==> config.mk <==
export PLATFORM = sky130hd
export DESIGN_NAME = distinct_value_frequency_table
export DESIGN_NICKNAME = d
export VERILOG_FILES = /design/src/hdl/dvft_pkg.sv /design/src/hdl/dvft_ram.sv /design/src/hdl/dvft_ctrl.sv /design/src/hdl/dvft_datapath.sv /design/src/hdl/distinct_value_frequency_table.sv
export SDC_FILE = /design/constraint.sdc
export NUM_CORES = 2
export LEC_CHECK = 0
export BUFFER_PORTS_ARGS = -buffer_cell sky130_fd_sc_hd__buf_4
export CAP_MARGIN = 20
export CORE_ASPECT_RATIO = 0.7
export CORE_MARGIN = 5
export CORE_UTILIZATION = 25
export DETAILED_ROUTE_END_ITERATION = 6
export MAX_ROUTING_LAYER = met4
export PLACE_DENSITY = 0.37
export SYNTH_ARGS = -nofsm -noshare
export SYNTH_HDL_FRONTEND = slang
export SYNTH_SLANG_ARGS = --single-unit
==> constraint.sdc <==
create_clock -name clk_i -period 8.7 [get_ports clk_i]
set_clock_uncertainty 0.2 [all_clocks]
set_input_delay 0.87 -clock clk_i [delete_from_list [all_inputs] [get_ports clk_i]]
set_output_delay 0.87 -clock clk_i [all_outputs]
set_load 0.01 [all_outputs]
==> src/hdl/dvft_pkg.sv <==
// ----------------------------------------------------------------------------
// Distinct value frequency table: shared definitions
// Operation and result codes, and the command and status bundles that pass
// between the controller and the datapath.
// ----------------------------------------------------------------------------
package dvft_pkg;

  localparam logic OP_SAMPLE = 1'b0;
  localparam logic OP_DUMP   = 1'b1;

  localparam logic [1:0] KIND_ACK   = 2'd0;
  localparam logic [1:0] KIND_ENTRY = 2'd1;
  localparam logic [1:0] KIND_EMPTY = 2'd2;

  typedef struct packed {
    logic load_sample;
    logic ptr_inc;
    logic ack_hit;
    logic ack_new;
    logic ack_ovf;
    logic dump_entry;
    logic dump_empty;
    logic clear;
  } cmd_t;

  typedef struct packed {
    logic match;
    logic at_last;
    logic used_zero;
    logic full;
    logic slot_free;
  } status_t;

endpackage

==> src/hdl/dvft_ram.sv <==
// ----------------------------------------------------------------------------
// Generic single-port-write RAM
// One write port and one read port, with the read data registered.
// ----------------------------------------------------------------------------
module dvft_ram #(
  parameter int WIDTH = 32,
  parameter int DEPTH = 64
) (
  input  logic                     clk_i,
  input  logic                     we_i,
  input  logic [$clog2(DEPTH)-1:0] waddr_i,
  input  logic [WIDTH-1:0]         wdata_i,
  input  logic [$clog2(DEPTH)-1:0] raddr_i,
  output logic [WIDTH-1:0]         rdata_o
);

  logic [WIDTH-1:0] mem_q [DEPTH];
  logic [WIDTH-1:0] rdata_q;

  always_ff @(posedge clk_i) begin
    if (we_i) begin
      mem_q[waddr_i] <= wdata_i;
    end
    rdata_q <= mem_q[raddr_i];
  end

  assign rdata_o = rdata_q;

endmodule

==> src/hdl/dvft_ctrl.sv <==
// ----------------------------------------------------------------------------
// Distinct value frequency table: controller
// Sequences the table scan for a sample and the entry walk for a dump.
// ----------------------------------------------------------------------------
module dvft_ctrl (
  input  logic              clk_i,
  input  logic              rst_ni,
  input  logic              in_valid_i,
  input  logic              op_i,
  output logic              in_stall_o,
  input  dvft_pkg::status_t status_i,
  output dvft_pkg::cmd_t    cmd_o
);

  import dvft_pkg::*;

  localparam logic [2:0] S_IDLE  = 3'd0;
  localparam logic [2:0] S_READ  = 3'd1;
  localparam logic [2:0] S_CMP   = 3'd2;
  localparam logic [2:0] S_HIT   = 3'd3;
  localparam logic [2:0] S_MISS  = 3'd4;
  localparam logic [2:0] D_READ  = 3'd5;
  localparam logic [2:0] D_EMIT  = 3'd6;
  localparam logic [2:0] D_EMPTY = 3'd7;

  logic [2:0] state_q, state_d;
  logic       accept;

  assign in_stall_o = (state_q != S_IDLE);
  assign accept     = in_valid_i && (state_q == S_IDLE);

  always_comb begin
    state_d = state_q;
    cmd_o   = '0;
    unique case (state_q)
      S_IDLE: begin
        if (accept) begin
          cmd_o.load_sample = 1'b1;
          if (op_i == OP_DUMP) begin
            state_d = status_i.used_zero ? D_EMPTY : D_READ;
          end else begin
            state_d = status_i.used_zero ? S_MISS : S_READ;
          end
        end
      end
      S_READ: begin
        state_d = S_CMP;
      end
      S_CMP: begin
        if (status_i.match) begin
          state_d = S_HIT;
        end else if (status_i.at_last) begin
          state_d = S_MISS;
        end else begin
          cmd_o.ptr_inc = 1'b1;
          state_d       = S_READ;
        end
      end
      S_HIT: begin
        if (status_i.slot_free) begin
          cmd_o.ack_hit = 1'b1;
          state_d       = S_IDLE;
        end
      end
      S_MISS: begin
        if (status_i.slot_free) begin
          if (status_i.full) begin
            cmd_o.ack_ovf = 1'b1;
          end else begin
            cmd_o.ack_new = 1'b1;
          end
          state_d = S_IDLE;
        end
      end
      D_READ: begin
        state_d = D_EMIT;
      end
      D_EMIT: begin
        if (status_i.slot_free) begin
          cmd_o.dump_entry = 1'b1;
          if (status_i.at_last) begin
            cmd_o.clear = 1'b1;
            state_d     = S_IDLE;
          end else begin
            cmd_o.ptr_inc = 1'b1;
            state_d       = D_READ;
          end
        end
      end
      D_EMPTY: begin
        if (status_i.slot_free) begin
          cmd_o.dump_empty = 1'b1;
          state_d          = S_IDLE;
        end
      end
      default: begin
        state_d = S_IDLE;
      end
    endcase
  end

  always_ff @(posedge clk_i or negedge rst_ni) begin
    if (!rst_ni) begin
      state_q <= S_IDLE;
    end else begin
      state_q <= state_d;
    end
  end

  assert property (@(posedge clk_i) disable iff (!rst_ni)
    $onehot0({cmd_o.ack_hit, cmd_o.ack_new, cmd_o.ack_ovf,
              cmd_o.dump_entry, cmd_o.dump_empty}))
    else $error("More than one result loaded in one cycle.");

  assert property (@(posedge clk_i) disable iff (!rst_ni)
    (cmd_o.ack_hit || cmd_o.ack_new || cmd_o.ack_ovf || cmd_o.dump_entry ||
     cmd_o.dump_empty) |-> status_i.slot_free)
    else $error("Result loaded while the output register is occupied.");

  assert property (@(posedge clk_i) disable iff (!rst_ni)
    cmd_o.clear |-> (cmd_o.dump_entry && status_i.at_last))
    else $error("Table cleared before its last entry was emitted.");

endmodule

==> src/hdl/dvft_datapath.sv <==
// ----------------------------------------------------------------------------
// Distinct value frequency table: datapath
// Holds the key and count memories, the fill count, the scan pointer and the
// output register.
// ----------------------------------------------------------------------------
module dvft_datapath #(
  parameter int TABLE_DEPTH = 64,
  parameter int VALUE_WIDTH = 32,
  parameter int COUNT_WIDTH = 16
) (
  input  logic                                   clk_i,
  input  logic                                   rst_ni,
  input  dvft_pkg::cmd_t                         cmd_i,
  output dvft_pkg::status_t                      status_o,
  input  logic signed [VALUE_WIDTH-1:0]          value_i,
  output logic                                   out_valid_o,
  input  logic                                   out_stall_i,
  output logic [1:0]                             kind_o,
  output logic [$clog2(TABLE_DEPTH)-1:0]         entry_index_o,
  output logic signed [VALUE_WIDTH-1:0]          entry_value_o,
  output logic [COUNT_WIDTH-1:0]                 entry_count_o,
  output logic                                   is_new_o,
  output logic                                   overflow_o,
  output logic [$clog2(TABLE_DEPTH+1)-1:0]       entries_used_o,
  output logic                                   last_o
);

  import dvft_pkg::*;

  localparam int AW = $clog2(TABLE_DEPTH);
  localparam int UW = $clog2(TABLE_DEPTH + 1);

  logic [UW-1:0]          used_q, used_d;
  logic [AW-1:0]          ptr_q, ptr_d;
  logic [VALUE_WIDTH-1:0] sample_q;
  logic [VALUE_WIDTH-1:0] key_rdata;
  logic [COUNT_WIDTH-1:0] cnt_rdata;
  logic [COUNT_WIDTH-1:0] cnt_inc;
  logic                   key_we, cnt_we;
  logic [AW-1:0]          waddr;
  logic [COUNT_WIDTH-1:0] cnt_wdata;
  logic                   load;

  logic                   out_valid_q, out_valid_d;
  logic [1:0]             kind_q, kind_d;
  logic [AW-1:0]          index_q, index_d;
  logic [VALUE_WIDTH-1:0] value_q, value_d;
  logic [COUNT_WIDTH-1:0] count_q, count_d;
  logic                   new_q, new_d;
  logic                   ovf_q, ovf_d;
  logic [UW-1:0]          uout_q, uout_d;
  logic                   last_q, last_d;

  assign cnt_inc = (&cnt_rdata) ? cnt_rdata : cnt_rdata + COUNT_WIDTH'(1);

  assign key_we    = cmd_i.ack_new;
  assign cnt_we    = cmd_i.ack_new || cmd_i.ack_hit;
  assign waddr     = cmd_i.ack_new ? used_q[AW-1:0] : ptr_q;
  assign cnt_wdata = cmd_i.ack_new ? COUNT_WIDTH'(1) : cnt_inc;

  dvft_ram #(
    .WIDTH (VALUE_WIDTH),
    .DEPTH (TABLE_DEPTH)
  ) u_key_ram (
    .clk_i   (clk_i),
    .we_i    (key_we),
    .waddr_i (waddr),
    .wdata_i (sample_q),
    .raddr_i (ptr_q),
    .rdata_o (key_rdata)
  );

  dvft_ram #(
    .WIDTH (COUNT_WIDTH),
    .DEPTH (TABLE_DEPTH)
  ) u_cnt_ram (
    .clk_i   (clk_i),
    .we_i    (cnt_we),
    .waddr_i (waddr),
    .wdata_i (cnt_wdata),
    .raddr_i (ptr_q),
    .rdata_o (cnt_rdata)
  );

  assign status_o.match     = (key_rdata == sample_q);
  assign status_o.at_last   = ((UW'(ptr_q) + UW'(1)) == used_q);
  assign status_o.used_zero = (used_q == '0);
  assign status_o.full      = (used_q == UW'(TABLE_DEPTH));
  assign status_o.slot_free = !out_valid_q || !out_stall_i;

  assign load = cmd_i.ack_hit || cmd_i.ack_new || cmd_i.ack_ovf ||
                cmd_i.dump_entry || cmd_i.dump_empty;

  always_comb begin
    used_d = used_q;
    ptr_d  = ptr_q;
    if (cmd_i.load_sample) begin
      ptr_d = '0;
    end else if (cmd_i.ptr_inc) begin
      ptr_d = ptr_q + AW'(1);
    end
    if (cmd_i.clear) begin
      used_d = '0;
    end else if (cmd_i.ack_new) begin
      used_d = used_q + UW'(1);
    end
  end

  always_comb begin
    kind_d  = kind_q;
    index_d = index_q;
    value_d = value_q;
    count_d = count_q;
    new_d   = new_q;
    ovf_d   = ovf_q;
    uout_d  = uout_q;
    last_d  = last_q;
    if (cmd_i.ack_hit) begin
      kind_d  = KIND_ACK;
      index_d = ptr_q;
      value_d = sample_q;
      count_d = cnt_inc;
      new_d   = 1'b0;
      ovf_d   = 1'b0;
      uout_d  = used_q;
      last_d  = 1'b1;
    end else if (cmd_i.ack_new) begin
      kind_d  = KIND_ACK;
      index_d = used_q[AW-1:0];
      value_d = sample_q;
      count_d = COUNT_WIDTH'(1);
      new_d   = 1'b1;
      ovf_d   = 1'b0;
      uout_d  = used_q + UW'(1);
      last_d  = 1'b1;
    end else if (cmd_i.ack_ovf) begin
      kind_d  = KIND_ACK;
      index_d = '0;
      value_d = sample_q;
      count_d = '0;
      new_d   = 1'b0;
      ovf_d   = 1'b1;
      uout_d  = used_q;
      last_d  = 1'b1;
    end else if (cmd_i.dump_entry) begin
      kind_d  = KIND_ENTRY;
      index_d = ptr_q;
      value_d = key_rdata;
      count_d = cnt_rdata;
      new_d   = 1'b0;
      ovf_d   = 1'b0;
      uout_d  = used_q;
      last_d  = status_o.at_last;
    end else if (cmd_i.dump_empty) begin
      kind_d  = KIND_EMPTY;
      index_d = '0;
      value_d = '0;
      count_d = '0;
      new_d   = 1'b0;
      ovf_d   = 1'b0;
      uout_d  = '0;
      last_d  = 1'b1;
    end
  end

  always_comb begin
    out_valid_d = out_valid_q;
    if (load) begin
      out_valid_d = 1'b1;
    end else if (!out_stall_i) begin
      out_valid_d = 1'b0;
    end
  end

  always_ff @(posedge clk_i or negedge rst_ni) begin
    if (!rst_ni) begin
      used_q      <= '0;
      ptr_q       <= '0;
      out_valid_q <= 1'b0;
    end else begin
      used_q      <= used_d;
      ptr_q       <= ptr_d;
      out_valid_q <= out_valid_d;
    end
  end

  always_ff @(posedge clk_i) begin
    if (cmd_i.load_sample) begin
      sample_q <= value_i;
    end
    kind_q  <= kind_d;
    index_q <= index_d;
    value_q <= value_d;
    count_q <= count_d;
    new_q   <= new_d;
    ovf_q   <= ovf_d;
    uout_q  <= uout_d;
    last_q  <= last_d;
  end

  assign out_valid_o    = out_valid_q;
  assign kind_o         = kind_q;
  assign entry_index_o  = index_q;
  assign entry_value_o  = value_q;
  assign entry_count_o  = count_q;
  assign is_new_o       = new_q;
  assign overflow_o     = ovf_q;
  assign entries_used_o = uout_q;
  assign last_o         = last_q;

  assert property (@(posedge clk_i) disable iff (!rst_ni)
    used_q <= UW'(TABLE_DEPTH))
    else $error("Fill count exceeds the table depth.");

  assert property (@(posedge clk_i) disable iff (!rst_ni)
    cmd_i.ack_new |-> !status_o.full)
    else $error("Entry appended to a full table.");

  assert property (@(posedge clk_i) disable iff (!rst_ni)
    cmd_i.ack_new |=> (used_q == $past(used_q) + UW'(1)))
    else $error("Fill count did not advance after an append.");

endmodule

==> src/hdl/distinct_value_frequency_table.sv <==
// ----------------------------------------------------------------------------
// Distinct value frequency table
// Counts the distinct values of a sample stream, in order of first appearance.
//
// The input channel takes an op and a value; an op of zero counts the value,
// an op of one dumps the table and then empties it. Each sample gives one
// acknowledgement transaction; a dump gives one transaction per entry, or a
// single empty marker, with last set on the final one.
// The key and count memories are searched one entry at a time through their
// single read port, each entry passing through a read state and a compare
// state. A sample that matches an entry is acknowledged from the hit state;
// one that misses goes to the miss state, straight from idle when the table
// is empty, and the next input is taken once the controller is back in idle.
// A dump walks the entries in turn through a read state and an emit state.
// The output register holds a result while out_stall_i is high; the block
// meanwhile accepts the next input and waits only when it has a new result
// ready. Reset empties the table and the output register; the memories need
// no clearing pass because only filled entries are ever read.
// ----------------------------------------------------------------------------
module distinct_value_frequency_table #(
  parameter int TABLE_DEPTH = 64,
  parameter int VALUE_WIDTH = 32,
  parameter int COUNT_WIDTH = 16
) (
  input  logic                             clk_i,
  input  logic                             rst_ni,
  input  logic                             in_valid_i,
  output logic                             in_stall_o,
  input  logic                             op_i,
  input  logic signed [VALUE_WIDTH-1:0]    value_i,
  output logic                             out_valid_o,
  input  logic                             out_stall_i,
  output logic [1:0]                       kind_o,
  output logic [$clog2(TABLE_DEPTH)-1:0]   entry_index_o,
  output logic signed [VALUE_WIDTH-1:0]    entry_value_o,
  output logic [COUNT_WIDTH-1:0]           entry_count_o,
  output logic                             is_new_o,
  output logic                             overflow_o,
  output logic [$clog2(TABLE_DEPTH+1)-1:0] entries_used_o,
  output logic                             last_o
);

  import dvft_pkg::*;

  cmd_t    cmd;
  status_t status;

  dvft_ctrl u_ctrl (
    .clk_i      (clk_i),
    .rst_ni     (rst_ni),
    .in_valid_i (in_valid_i),
    .op_i       (op_i),
    .in_stall_o (in_stall_o),
    .status_i   (status),
    .cmd_o      (cmd)
  );

  dvft_datapath #(
    .TABLE_DEPTH (TABLE_DEPTH),
    .VALUE_WIDTH (VALUE_WIDTH),
    .COUNT_WIDTH (COUNT_WIDTH)
  ) u_datapath (
    .clk_i          (clk_i),
    .rst_ni         (rst_ni),
    .cmd_i          (cmd),
    .status_o       (status),
    .value_i        (value_i),
    .out_valid_o    (out_valid_o),
    .out_stall_i    (out_stall_i),
    .kind_o         (kind_o),
    .entry_index_o  (entry_index_o),
    .entry_value_o  (entry_value_o),
    .entry_count_o  (entry_count_o),
    .is_new_o       (is_new_o),
    .overflow_o     (overflow_o),
    .entries_used_o (entries_used_o),
    .last_o         (last_o)
  );

endmodule
* Yosys cells after proc, flatten, opt, wreduce, memory -nomap -nowiden *
Memories as Yosys holds them, arrays and structs flattened. A register that Yosys moved wholly into a read port is not among the register bits.
Cells that the tools add are included.

cells by class
  equal/unequal tests = 14
  multiplexer cells = 69
  reductions and logical operators = 23
  add/sub/neg operators = 4

operators by type and width
  operator                                                number
  two-way mux 32 bit                                      5
  two-way mux 16 bit                                      7
  two-way mux 7 bit                                       7
  two-way mux 6 bit                                       8
  == test 32 bit                                          1
  two-way mux 1 bit                                       29
  two-way mux 3 bit                                       8
  one-hot mux 3 bit (6 select lines)                      1
  adder 16 x 1 -> 16 bit (second input constant)          1
  AND reduction 16 bit                                    1
  == test 3 bit (second input constant)                   4
  adder 6 x 1 -> 7 bit (second input constant)            1
  adder 7 x 1 -> 7 bit (second input constant)            1
  == test 7 bit                                           1
  == test 7 bit (second input constant)                   1
  logical NOT 7 bit                                       1
  adder 6 x 1 -> 6 bit (second input constant)            1
  == test 3 x 2 -> 1 bit (second input constant)          2
  two-way mux 2 bit                                       3
  inequality test 2 x 1 -> 1 bit (second input constant)  3
  nonzero test 2 bit                                      3
  nonzero test 3 bit                                      2
  OR reduction 3 bit                                      2
  logical OR 1 bit                                        5
  other kinds (11)                                        12

storage, ports and cells
  flip-flop bits (word level) = 115
  memories kept = 2
  RAM bits = 3,072
  output and inout bits = 68
  input port bits = 37
  word-level logic and storage cells = 126

memory list
  memory                      depth  bits a word  rd ports  clocked after memory_dff  wr ports  line            text
  u_datapath.u_key_ram.mem_q  64     32           1         1                         1         dvft_ram.sv:17  logic [WIDTH-1:0] mem_q [DEPTH];
  u_datapath.u_cnt_ram.mem_q  64     16           1         1                         1         dvft_ram.sv:17

* Logic depth before layout (Yosys ltp) *
  word-level depth = 9
  gate-level depth with buffers = 10
  depth with buffers taken out = 7

* By module *
A second synthesis with hierarchy kept.

unflattened totals
  cells, all modules = 5,637
  area, all modules = 124,408.1 µm²

by module, submodules not included
  module                           instances  sequential area each (µm²)  area an instance (µm²)  cells each
  dvft_ram (u_datapath.u_key_ram)  1          62,139.6                    78,515.3                3,324
  dvft_ram (u_datapath.u_cnt_ram)  1          31,069.8                    40,042.2                1,829
  dvft_datapath                    1          3,243.1                     5,532.8                 444
  dvft_ctrl                        1          75.1                        317.8                   40

* Worst setup path before layout *
OpenSTA, ideal clock, no wires.

  kind = input -> register
  start point = input port out_stall_i
  end point = memory u_datapath.u_cnt_ram.mem_q[0][14] (netlist name), data pin
  library setup time = 0.681 ns
  arrival time = 4.170 ns
  slack = 3.649 ns
  data required time = 7.819 ns
  buffers on the path = 2
  cell stages on the path = 6
  cell sequence = a21bo_2 > nor3_1 > and2_1 > buf_2 > buf_1 > nor3_1

between the ends
  longest elaborated chain between the ends = 5

ends and longest elaborated chain
  what                          line                                  text
  from (decl)                   distinct_value_frequency_table.sv:32  input logic out_stall_i,
  logical NOT 1 bit             dvft_datapath.sv:89                   assign status_o.slot_free = !out_valid_q || !out_stall_i;
  logical OR 1 bit              dvft_datapath.sv:89
  two-way mux 2 bit             dvft_ctrl.sv:66                       if (status_i.slot_free) begin
  two-way mux 2 bit             dvft_ctrl.sv:35                       unique case (state_q)
  two-way mux 16 bit            dvft_datapath.sv:59                   assign cnt_wdata = cmd_i.ack_new ? COUNT_WIDTH'(1) : cnt_inc;
  via u_datapath.cnt_wdata[14]  dvft_datapath.sv:41                   logic [COUNT_WIDTH-1:0] cnt_wdata;
  to (decl)                     dvft_ram.sv:17

The timed path passes the listed nets, and every way through them passes these cells.

* Worst setup path in the final report *
  start point = register u_ctrl.state_q[2]
  end point = memory u_datapath.u_key_ram.mem_q[50][12] (enable)

between the ends
  longest elaborated chain between the ends = 4
  elaborated cells between the ends (all ways) = 5
  those cells by class = eq/ne (1); mux (4)

ends and longest elaborated chain
  what                                     line              text
  from (decl)                              dvft_ctrl.sv:26   logic [2:0] state_q, state_d;
  from (signal assigned)                   dvft_ctrl.sv:106  state_q <= state_d;
  == test 3 bit *                          dvft_ctrl.sv:35
  two-way mux 2 bit *                      dvft_ctrl.sv:35
  two-way mux 1 bit                        dvft_ram.sv:21    if (we_i) begin
  two-way mux 1 bit (implied by the code)  dvft_ram.sv:22    mem_q[waddr_i] <= wdata_i;
  to (decl)                                dvft_ram.sv:17

Mark *: on every way between the ends. The rest lies on a longest branch, timed or not.

==> flow_summary.rst <==
.. list-table::
   :header-rows: 1

   * - Metric
     - Value
   * - Outcome
     - complete, no violations
   * - Mean post-synth cell area
     - 24.4 µm²
   * - Post-Syn Nets
     - 5,093
   * - Multi-input combinational cell area
     - 0.0265 mm²
   * - Number of placed instances, taps included
     - between 10k and 15k
   * - Startpoint of the worst-slack reg-to-reg timing path
     - u_ctrl.state_q[2]
   * - Power Internal
     - 31.2 mW
   * - DPL Wire Length
     - 222 mm
   * - Clock-pin slew on the worst setup and hold paths
     - approximately 0.06 ns
   * - Setup CP Type
     - flip-flop to flip-flop
   * - Final net count
     - 5,516
   * - Top flip-flop cell by instance count after synthesis
     - edfxtp_1
   * - Residual DRC count
     - 0
   * - Fraction of the yosys area taken by sequential cells
     - 0.783
   * - Worst Max-Slew Pin Slew
     - 1.16 ns
   * - Gp weighted congestion
     - 0.771
   * - Startpoint type of the worst setup path
     - flip-flop
   * - Switching share of total power
     - 0.300
   * - Fraction of registers with async set or reset after synthesis
     - 0.00526
   * - Via count of the first global-routing pass
     - 57.1k
   * - Worst hold path depth
     - 3
   * - Leakage component of the power
     - about 43 nW
   * - Part of the total power dissipated in combinational logic
     - 0.227
   * - Depth of the most critical reg-to-reg path
     - 8
   * - Power density over the cells
     - 307 mW/mm²
   * - Worst IR Drop VDD
     - 0.000257 V
   * - Die height
     - between 500 and 600 µm
   * - Total of fill cells in the finished design
     - 47.3k
   * - GR Util All Layers
     - 0.146
   * - Peak clock frequency supported by timing
     - 0.174 GHz
   * - Total CTS buffers
     - 348
   * - First DRT Iteration DRCs
     - about 6.3k
   * - Period Utilization, post-route
     - 0.660
   * - Width of the die
     - around 850 µm
   * - First-pass DRT Iterations
     - 5
   * - Final slew viol count
     - 0
   * - Number of resized instances in the post-cts repair step
     - 0
   * - Endpoint of the worst hold path
     - u_ctrl.state_q[1]
   * - Final Hold Viols
     - 0
   * - Most heavily used metal layer in global routing
     - met1
   * - Number of buffers inserted to repair setup after CTS
     - 0
   * - Worst-case register-to-register setup slack
     - 2.95 ns
   * - Utilization of the core after routing
     - 0.297
   * - Syn Inst Count
     - 5,052
   * - Headroom to the max-slew limit
     - 0.223
   * - Core outline area
     - 0.491 mm²
   * - Detail Route Antenna Nets
     - 0
   * - Clock Tree Buf Depth
     - 4
   * - Required @ worst endpoint
     - 9.13 ns
   * - Crit Path Max Fanout
     - 27
   * - Number of enable-type register cells in the synthesized netlist
     - 3,165
   * - Pin count of the biggest net entering global routing
     - around 120
   * - Final setup violating endpoints
     - 0
   * - Part of the power in the clock network
     - 0.333
   * - RR Endpoint
     - u_datapath.u_key_ram.mem_q[50][12]
   * - IO Count
     - 105
   * - Endpoint type of the worst setup path
     - flip-flop
   * - Netlist Area Pre-Place
     - approximately 0.12 mm²
   * - Post-synthesis cell type count
     - 55
   * - Final routed wire length divided by cell count
     - 29.9 µm
   * - Number of placement rows
     - 215
   * - Post-synthesis to final-layout area growth
     - 18.0%
   * - Total wirelength of the detailed-routed design
     - 369 mm
   * - Hold buffer count at CTS
     - 34
   * - Overall via count from detail_route
     - 56.6k
   * - Arrival time at the worst endpoint
     - 6.17 ns
   * - Met3 routing resource usage after global routing
     - 0.0240
   * - Combined flip-flop and latch cell area
     - slightly below 0.1 mm²
   * - First-pass GRT wire length
     - between 500 and 600 mm
   * - Path category of the worst min-delay check
     - primary input to flip-flop
   * - Minimum clock period after layout
     - 5.75 ns
   * - Starting utilization of the core area
     - 0.251
   * - Vias per inst
     - 4.59
   * - Share of cells above drive strength 1
     - 0.343
   * - Count of H-tree levels built during CTS
     - 5
   * - Count of non-filler cells in the finished layout
     - 12.3k
   * - Unrepaired setup endpoints after global routing
     - no
   * - Sw power
     - 13.4 mW
   * - Port Buf Inserts
     - 104
   * - Worst min-delay path startpoint
     - op_i
   * - TritonCTS Sinks
     - 3,235
   * - Seq pwr share
     - 0.440
   * - Global routing usage on met2
     - 0.196
   * - Clock tree from TritonCTS
     - built
   * - Syn. warnings
     - 0
   * - Fraction of met1 tracks used by global routing
     - 0.229
   * - Congestion Overflow GR
     - 0
   * - Initial antenna violation count
     - 62
   * - Max-cap violations
     - 0
   * - Final setup TNS
     - 0 ns
   * - Number of register bits inferred by synthesis
     - around 3.2k
   * - Total Die Area
     - 0.508 mm²
   * - Clock latency on the worst-skew pair
     - roughly 0.99 ns
   * - Root Driver
     - clkbuf_16
## metrics by stage
stage                     power [mW]  cell area, µm²  setup slack (ns)  hold WS, ns
final                           44.6          146000              2.95        0.157
after global routing            46.5          146000              2.75        0.126
after CTS                       45.4          145000              2.90       0.0548
after detailed placement        30.4          134000              2.51        0.307
after global placement          30.3          134000              2.62        0.314
after floorplan                 25.3          123000              3.65        0.284
## worst max-delay path: stages (launching register included)
cell and delay [ns]:
dfrtp_1 0.60, a21bo_2 0.34, nor3_2 0.88, and2_2 1.00, a31o_2 0.33, nand2_2 0.49, buf_4 0.48, nor2_4 0.67
buf_4 0.38
## cells in the mapped netlist (3+ instances only)
cell / number / area share
o31ai_1: 9 / 0.00055
o22ai_1: 5 / 0.00025
mux2i_1: 12 / 0.00097
xor2_1: 12 / 0.00085
nor2_1: 171 / 0.0052
edfxtp_1: 3165 / 0.77
nor3_1: 9 / 0.00037
a22o_1: 38 / 0.0027
ha_1: 4 / 0.00041
nand2b_1: 8 / 0.00041
a21oi_1: 23 / 0.00093
mux4_2: 1008 / 0.18
clkbuf_1: 162 / 0.0049
o21ai_0: 33 / 0.0013
dfxtp_1: 53 / 0.0086
nor4_1: 3 / 0.00015
xnor2_1: 42 / 0.0030
nand2_1: 71 / 0.0022
nand3_1: 18 / 0.00073
buf_2: 60 / 0.0024
dfrtp_1: 17 / 0.0034
nand4_1: 14 / 0.00071
inv_1: 9 / 0.00027
and3_1: 6 / 0.00030
or3_1: 7 / 0.00036
and2_1: 4 / 0.00020
a31oi_1: 5 / 0.00025
buf_1: 47 / 0.0014
a31o_2: 3 / 0.00021
o211ai_1: 6 / 0.00037
## per-layer routing
| metal | vias up | routed length (µm) | part of all wire |
|---|---|---|---|
| li1 | 22800 | - | - |
| met1 | 31800 | 188000 | 0.51 |
| met2 | 1596 | 153000 | 0.41 |
| met3 | 430 | 20500 | 0.056 |
| met4 | 0 | 7220 | 0.020 |
| met5 | - | 0 | 0 |
## power groups by stage
stage | Combinational (mW) | Sequential (mW) | Clock, mW
6_report | 10.1 | 19.6 | 14.9
5_1_grt | 10.8 | 19.7 | 16.1
4_1_cts | 10.4 | 19.6 | 15.4
3_5_place_dp | 10.4 | 20.0 | 0
3_3_place_gp | 10.3 | 20.0 | 0
2_1_floorplan | 5.30 | 20.0 | 0
## flip-flops by register name (all words and copies together), names as in the netlist
name / count
u_datapath.u_key_ram.mem_q: 2048
u_datapath.u_cnt_ram.mem_q: 1024
u_datapath.entry_value_o: 32
u_datapath.sample_q: 32
u_datapath.u_key_ram.rdata_o: 32
u_datapath.entry_count_o: 16
u_datapath.u_cnt_ram.rdata_o: 16
u_datapath.entries_used_o: 7
u_datapath.used_q: 7
u_datapath.entry_index_o: 6
u_datapath.ptr_q: 6
u_ctrl.state_q: 3
u_datapath.kind_o: 2
u_datapath.is_new_o: 1
u_datapath.last_o: 1
u_datapath.out_valid_o: 1
u_datapath.overflow_o: 1
## cell type report
type / count / area share
timing repair buffer: 344 / 0.0200
clock inverter: 204 / 0.0140
clock buffer: 430 / 0.0636
antenna: 59 / 0.00101
inverter: 9 / 0.000232
multi-input combinational: 1537 / 0.182
sequential: 3235 / 0.663
tap: 6510 / 0.0560
## worst max path at each step
stage                                  from                                 end  slack [ns]  depth (start not counted)
after floorplan                 out_stall_i   u_datapath.u_cnt_ram.mem_q[0][14]        3.65                          6
after global placement          out_stall_i  u_datapath.u_key_ram.mem_q[50][16]        2.62                          9
after detailed placement        out_stall_i  u_datapath.u_key_ram.mem_q[50][10]        2.51                          9
after CTS                 u_ctrl.state_q[2]  u_datapath.u_key_ram.mem_q[50][16]        2.90                          8
after global routing      u_ctrl.state_q[2]  u_datapath.u_key_ram.mem_q[50][10]        2.75                          8
final                     u_ctrl.state_q[2]  u_datapath.u_key_ram.mem_q[50][12]        2.95                          8
## cells in the final DEF (no fill, tap or decap), types with 13 or more instances in the layout
cell type,netlist,layout
a21oi_1,23,22
a22o_1,38,38
buf_4,0,291
bufinv_16,0,33
clkbuf_1,162,68
clkbuf_16,0,357
clkinv_1,0,75
clkinv_2,0,59
clkinvlp_4,0,13
dfxtp_1,53,53
diode_2,0,59
dlygate4sd3_1,0,34
edfxtp_1,3165,3165
mux4_2,1008,1008
nand2_1,71,61
nand3_1,18,18
nand4_1,14,14
nor2_1,171,36
nor2_2,0,58
nor2_4,0,77
o21ai_0,33,33
xnor2_1,42,42
## cell families (layout without fill, tap and decap cells)
group	Yosys count	count (layout)	share of synthesized area
AO/OA/AOI/OAI	140	140	0.00782
XOR/XNOR	54	54	0.00383
adder cells (fa/ha/maj)	4	4	0.000406
buffers and inverters	280	987	0.00925
flip-flops	3235	3235	0.783
multiplexers	1020	1020	0.185
other	0	59	0
AND/OR/NAND/NOR	319	319	0.0111
No activity file was read; power rests on OpenSTA's default activity.
